$ cat src/sv/vrc_pkg.sv
// Package for the volume ray compositor: fixed widths, register indexes,
// control structs and the exp ROM tables. No dependencies.
package vrc_pkg;

    localparam int EXP_FRAC_BITS = 8;
    localparam int COLOR_BITS    = 16;
    localparam int X_W           = 8 + EXP_FRAC_BITS;
    localparam int EF_SIZE       = 1 << EXP_FRAC_BITS;
    localparam int ACC_SHR       = (COLOR_BITS >= 16) ? COLOR_BITS - 16 : 0;
    localparam int ACC_SHL       = (COLOR_BITS < 16) ? 16 - COLOR_BITS : 0;

    localparam logic [24:0] ONE_Q24 = 25'h1000000;

    localparam logic [1:0] REG_EXTINCTION = 2'd0;
    localparam logic [1:0] REG_DEEP_MODE  = 2'd1;
    localparam logic [1:0] REG_THRESHOLD  = 2'd2;

    typedef logic [24:0] ei_rom_t [256];
    typedef logic [24:0] ef_rom_t [EF_SIZE];

    typedef struct packed {
        logic capture;
        logic calc_x;
        logic calc_att;
        logic calc_w;
        logic calc_acc;
        logic finish;
    } vrc_cmd_t;

    typedef struct packed {
        logic need_out;
        logic out_free;
    } vrc_status_t;

    function automatic logic [63:0] exp_neg_q30(input logic [63:0] yq);
        longint      sum;
        logic [63:0] term;
        sum  = longint'(1) << 30;
        term = 64'd1 << 30;
        for (int k = 1; k <= 24; k++) begin
            term = ((term * yq) >> 30) / 64'(k);
            if ((k % 2) == 1) begin
                sum = sum - longint'(term);
            end else begin
                sum = sum + longint'(term);
            end
        end
        if (sum < 0) begin
            sum = 0;
        end
        return 64'(sum);
    endfunction

    function automatic ei_rom_t build_ei();
        ei_rom_t     t;
        logic [63:0] e1;
        logic [63:0] v;
        e1   = exp_neg_q30(64'd1 << 30);
        v    = 64'd1 << 30;
        t[0] = ONE_Q24;
        for (int i = 1; i < 256; i++) begin
            v    = (v * e1 + (64'd1 << 29)) >> 30;
            t[i] = 25'((v + 64'd32) >> 6);
        end
        return t;
    endfunction

    function automatic ef_rom_t build_ef();
        ef_rom_t t;
        for (int i = 0; i < EF_SIZE; i++) begin
            t[i] = 25'((exp_neg_q30(64'(i) << (30 - EXP_FRAC_BITS)) + 64'd32) >> 6);
        end
        return t;
    endfunction

    localparam ei_rom_t EI_ROM = build_ei();
    localparam ef_rom_t EF_ROM = build_ef();

    function automatic logic [15:0] alpha_of(input logic [24:0] t);
        logic [24:0] a;
        a = (t >= ONE_Q24) ? 25'd0 : ((ONE_Q24 - t) >> 8);
        return (a > 25'hFFFF) ? 16'hFFFF : a[15:0];
    endfunction

    function automatic logic [15:0] acc_to_q16(input logic [COLOR_BITS-1:0] acc);
        logic [47:0] r;
        r = 48'(acc);
        r = (r >> ACC_SHR) << ACC_SHL;
        return (r > 48'hFFFF) ? 16'hFFFF : r[15:0];
    endfunction

endpackage

$ cat src/sv/vrc_ctrl.sv
// Controller for the volume ray compositor: steps one sample through the
// datapath stages. Depends on vrc_pkg.
module vrc_ctrl (
    input  logic                 aclk,
    input  logic                 aresetn,
    input  logic                 s_tvalid,
    output logic                 s_tready,
    input  vrc_pkg::vrc_status_t status,
    output vrc_pkg::vrc_cmd_t    cmd
);
    import vrc_pkg::*;

    typedef enum logic [5:0] {
        S_IDLE = 6'b000001,
        S_XMUL = 6'b000010,
        S_ATT  = 6'b000100,
        S_WMUL = 6'b001000,
        S_ACC  = 6'b010000,
        S_EMIT = 6'b100000
    } state_t;

    state_t state_reg, state_next;

    always_comb begin
        state_next = state_reg;
        cmd        = '0;
        unique case (state_reg)
            S_IDLE: begin
                if (s_tvalid) begin
                    cmd.capture = 1'b1;
                    state_next  = S_XMUL;
                end
            end
            S_XMUL: begin
                cmd.calc_x = 1'b1;
                state_next = S_ATT;
            end
            S_ATT: begin
                cmd.calc_att = 1'b1;
                state_next   = S_WMUL;
            end
            S_WMUL: begin
                cmd.calc_w = 1'b1;
                state_next = S_ACC;
            end
            S_ACC: begin
                cmd.calc_acc = 1'b1;
                state_next   = S_EMIT;
            end
            S_EMIT: begin
                if (!status.need_out || status.out_free) begin
                    cmd.finish = 1'b1;
                    state_next = S_IDLE;
                end
            end
            default: state_next = S_IDLE;
        endcase
    end

    assign s_tready = (state_reg == S_IDLE);

    always_ff @(posedge aclk) begin
        if (!aresetn) begin
            state_reg <= S_IDLE;
        end else begin
            state_reg <= state_next;
        end
    end

endmodule

$ cat config.mk
export PLATFORM = sky130hd
export DESIGN_NAME = vrc_ctrl
export DESIGN_NICKNAME = d
export VERILOG_FILES = /design/src/sv/vrc_pkg.sv /design/src/sv/vrc_ctrl.sv
export SDC_FILE = /design/constraint.sdc
export NUM_CORES = 1
export LEC_CHECK = 0
export BUFFER_PORTS_ARGS = -buffer_cell sky130_fd_sc_hd__clkbuf_2
export CAP_MARGIN = 0
export CORE_AREA = 4 4 41 43
export CTS_CLUSTER_SIZE = 10
export DETAILED_ROUTE_END_ITERATION = 16
export DIE_AREA = 0 0 45 47
export PLACE_DENSITY = 0.58
export RECOVER_POWER = 25
export SETUP_SLACK_MARGIN = 0.4
export SYNTH_ARGS = -nofsm -noshare
export SYNTH_HDL_FRONTEND = slang
export SYNTH_SLANG_ARGS = --single-unit
$ cat constraint.sdc
create_clock -name aclk -period 1.4 [get_ports aclk]
set_input_delay 0 -clock aclk [delete_from_list [all_inputs] [get_ports aclk]]
set_output_delay 0 -clock aclk [all_outputs]
set_load 0.02 [all_outputs]
After elaboration in Yosys (flattened, before gate mapping)
Cells that the tools add are included.
{ "classes": {"n_addsub": 0, "mul": 0, "div": 0, "magnitude_cmp": 0, "eq_ne": 8, "shifts": 0, "muxes": 11, "bitwise_logic": 0, "n_reduce_logical": 3} }
{ "ops": {"columns": ["op", "n"], "rows": [
  ["6-bit case mux with 6 select lines", 1],
  ["6-bit 2-to-1 mux", 2],
  ["1-bit 2-to-1 mux", 8],
  ["6-bit by 1-bit equality test with 1-bit output, second input constant", 1],
  ["6-bit by 2-bit equality test with 1-bit output, second input constant", 1],
  ["6-bit by 3-bit equality test with 1-bit output, second input constant", 1],
  ["6-bit by 4-bit equality test with 1-bit output, second input constant", 1],
  ["6-bit by 5-bit equality test with 1-bit output, second input constant", 1],
  ["6-bit equality test, second input constant", 1],
  ["2-bit != test, second input constant", 2],
  ["2-bit AND reduction", 1],
  ["1-bit zero test", 1],
  ["1-bit logical OR", 1]
]} }
{ "word_totals": {"regBits": 6, "latchBits": 0, "ramBits": 0, "rom_bits": 0, "in_bits": 5, "out_inout_bits": 7, "word_cells": 23, "n_memories": 0} }

Logic depth before layout (Yosys ltp)
{ "logic_depth": {"word_depth": 4, "depth_mapped": 3, "ltp_nobuf": 3} }

Least setup slack after synthesis
No wires, ideal clock.
{ "synth_path": {"kind": "reg2out", "start": "reg state_reg[4]", "end": "out cmd[0] (netlist name)", "arrival_ns": 1.663, "required_ns": 1.400, "path_slack_ns": -0.263, "path_stages_with_launch": 3, "n_path_buf": 0, "path_cell_list": "dfxtp_1 or4_4 nor4b_1"} }
{ "synth_rtl": {"columns": ["item", "line_no", "rtl"], "rows": [
  ["start, declared", "vrc_ctrl.sv:22", "state_t state_reg, state_next;"],
  ["start signal, assigned", "vrc_ctrl.sv:66", "state_reg <= state_next;"],
  ["end, declared", "vrc_ctrl.sv:9", "output vrc_pkg::vrc_cmd_t cmd"]
]} }

==> results.cfg <==
[clock_tree]
clock-sinks = 6
clockRootBuffer = clkbuf_4
path_clk_slew_ns = 0.04
clk_latency_ns = 0.25
ctsHoldBuffers = 0
htreeDepth = 1
cts_made_buffers = 3
clk_path_buf_depth = 2
cts_tree = yes

[pwr]
p_leak_uw = 0.000284
ir_drop_v = 0.000543
p_per_area_nw_per_um2 = 947

[place]
portBuffers = 11
placedInstanceArea_um2 = 519
place_inst = 69
dp_hpwl_um = 708
gp_congestion = 0.738

[run]
max-cap-violations = 0

[yosys]
syn_area_um2 = 360
synth_warnings = 0
syn_avg_cell_area_um2 = 10.0
ys_ff_latch = 6
synthesis.nets = 41
yosysSeqAreaShare = 0.333
synthCells = 36
synth_cell_types = 22

[grt]
antenna_found_initial = 0
gr-total-overflow = 0
grt_pass1_vias = 402
grt_max_degree = 7
grt_pass1_wl_mm = 1.79
grt_usage = 0.123

[sta]
grt_setup_unrepaired = yes
final_max_slew_viol_count = 0
tightest_slew_ns = 0.468
clock.fmax_mhz = 649
setup_ws_ns = -0.140
max_slew_margin = 0.684
skew_ns = 0.00126
period_share = 1.10
final-hold-violation-count = 0
setup_viol = 7
timing.hold.ws_ns = 0.0375
finalCriticalPeriod_ns = 1.54

[route]
post_drt_wl_per_cell_um = 13.9
vias = 368
ant_nets = 0
drtIter0Drc = 0
routed_wl_mm = 1.04
via_per_inst = 4.91
drt-pass1-iter-count = 1
drc = 0

[worst_setup_path]
cp-startpoint = state_reg[1]$_SDFFE_PN0P_
critPathRequiredTime_ns = 1.40
worstReg2RegStart = state_reg[1]$_SDFFE_PN0P_
ff2ff_setup_slack_ns = -0.12
path_class = register to output port
crit_fanout = 4
critPathLaunchType = register
worstPathArrival_ns = 1.54
crit_path_end_kind = output port

[finish]
fin_util = 0.488
final_nets = 67
final_cells = 75
drive_above_1_share = 0.650
largest_register_ffs = 6
fill_cells = 141
n_antenna_cell = 0
multi_input_area_um2 = 292
seq_area_um2 = 126
post-route-cell-area_um2 = 634
syn2layout_area_growth_pct = 76.0

[floorplan]
fp-row-count = 13
dieArea_um2 = 2120
start_util = 0.277
ios = 12
die_h_um = 47
die_w_um = 45
coreArea_um2 = 1300

[min_path]
worstHoldStart = aresetn
hp-class = input port to register

[status]
status = complete, but fails checks
violations = negative setup slack
==> worst max-delay path, cell delays in order (launching register included) <==
cell	delay, ns
dfxtp_2	0.33
or4_4	0.58
nor3b_4	0.21
clkbuf_8	0.18
==> placed cells by master, fill, tap and decap left out <==
master / n
a21oi_1: 1
xor2_1: 2
buf_4: 9
clkbuf_2: 7
a31o_1: 1
o211ai_1: 1
nor3_4: 1
nor2b_1: 1
clkbuf_8: 2
and3_1: 2
dfxtp_2: 5
or4_4: 2
inv_1: 2
nor4bb_1: 1
nor4_1: 1
nor4b_4: 1
buf_8: 1
clkbuf_4: 3
nor3b_1: 1
dfxtp_1: 1
nor3b_4: 3
nand2_1: 1
o21ai_0: 1
nand3_1: 1
and2_4: 1
buf_6: 2
nor2_1: 1
o21bai_4: 1
o41ai_4: 1
and2_1: 3
==> final timing paths <==
| path | depth (start not counted) | to |
|---|---|---|
| setup reg to reg | 4 | state_reg[0]$_SDFFE_PN1P_ |
| hold / removal | 3 | state_reg[5]$_SDFFE_PN0P_ |
| hold reg to reg | 3 | state_reg[3]$_SDFFE_PN0P_ |
| setup / recovery | 3 | cmd[2] |
==> cell families after synthesis <==
family,after synthesis,synth area share
AOI/OAI and AO/OA,6,0.170
xor gates and xnor gates,2,0.0486
buffers and inverters,2,0.0208
DFF,6,0.333
and+or+nand+nor,20,0.427
==> layer usage <==
metal | share of wire | global-route usage | vias up
li1 | - | - | 184
met1 | 0.38 | 0.128 | 167
met3 | 0.069 | 0.0498 | 5
met2 | 0.52 | 0.209 | 12
met4 | 0.024 | 0.0702 | 0
met5 | 0 | 0 | -
==> Yosys cell counts <==
cell type	n	share of area
o41ai_4	1	0.076
and3_1	2	0.035
or4_4	2	0.062
nor4bb_1	1	0.028
inv_1	2	0.021
nand3_1	1	0.014
nor2_1	1	0.010
o21ai_0	1	0.014
and2_1	4	0.069
nor4b_1	1	0.024
o21bai_1	1	0.021
nand2_1	1	0.010
dfxtp_1	6	0.33
nor3b_1	1	0.021
nor3b_2	3	0.10
nor4_1	1	0.017
nor3_1	1	0.014
a21oi_1	1	0.014
nor2b_1	1	0.017
a31o_1	1	0.024
xor2_1	2	0.049
o211ai_1	1	0.021
==> per-stage QoR <==
step	worst slack, ns	power, uW	setup TNS, ns
4_1_cts	-0.160	599	-0.761
3_5_place_dp	0.0177	400	0
3_3_place_gp	0.0373	401	0
6_report	-0.140	601	-0.721
2_1_floorplan	-0.0278	336	-0.0416
5_1_grt	-0.202	636	-1.24
==> cell type report <==
type / instances / area share
Multi-Input combinational cell: 28 / 0.460
Timing Repair Buffer: 21 / 0.264
Sequential cell: 6 / 0.199
Clock buffer: 3 / 0.0355
Tap cell: 15 / 0.0296
Inverter: 2 / 0.0118
==> power by group <==
group | internal, uW | switching, uW
sequential | 187 | 9.88
combinational | 121 | 121
clock | 97.1 | 64.5
total | 406 | 196
==> timing repair <==
item                                    CTS  global route
gates resized for setup                  12             5
pin swaps                                 6             3
endpoints found under the setup margin   13            13
buffers inserted                          3             0
No activity file was read; power rests on OpenSTA's default activity.
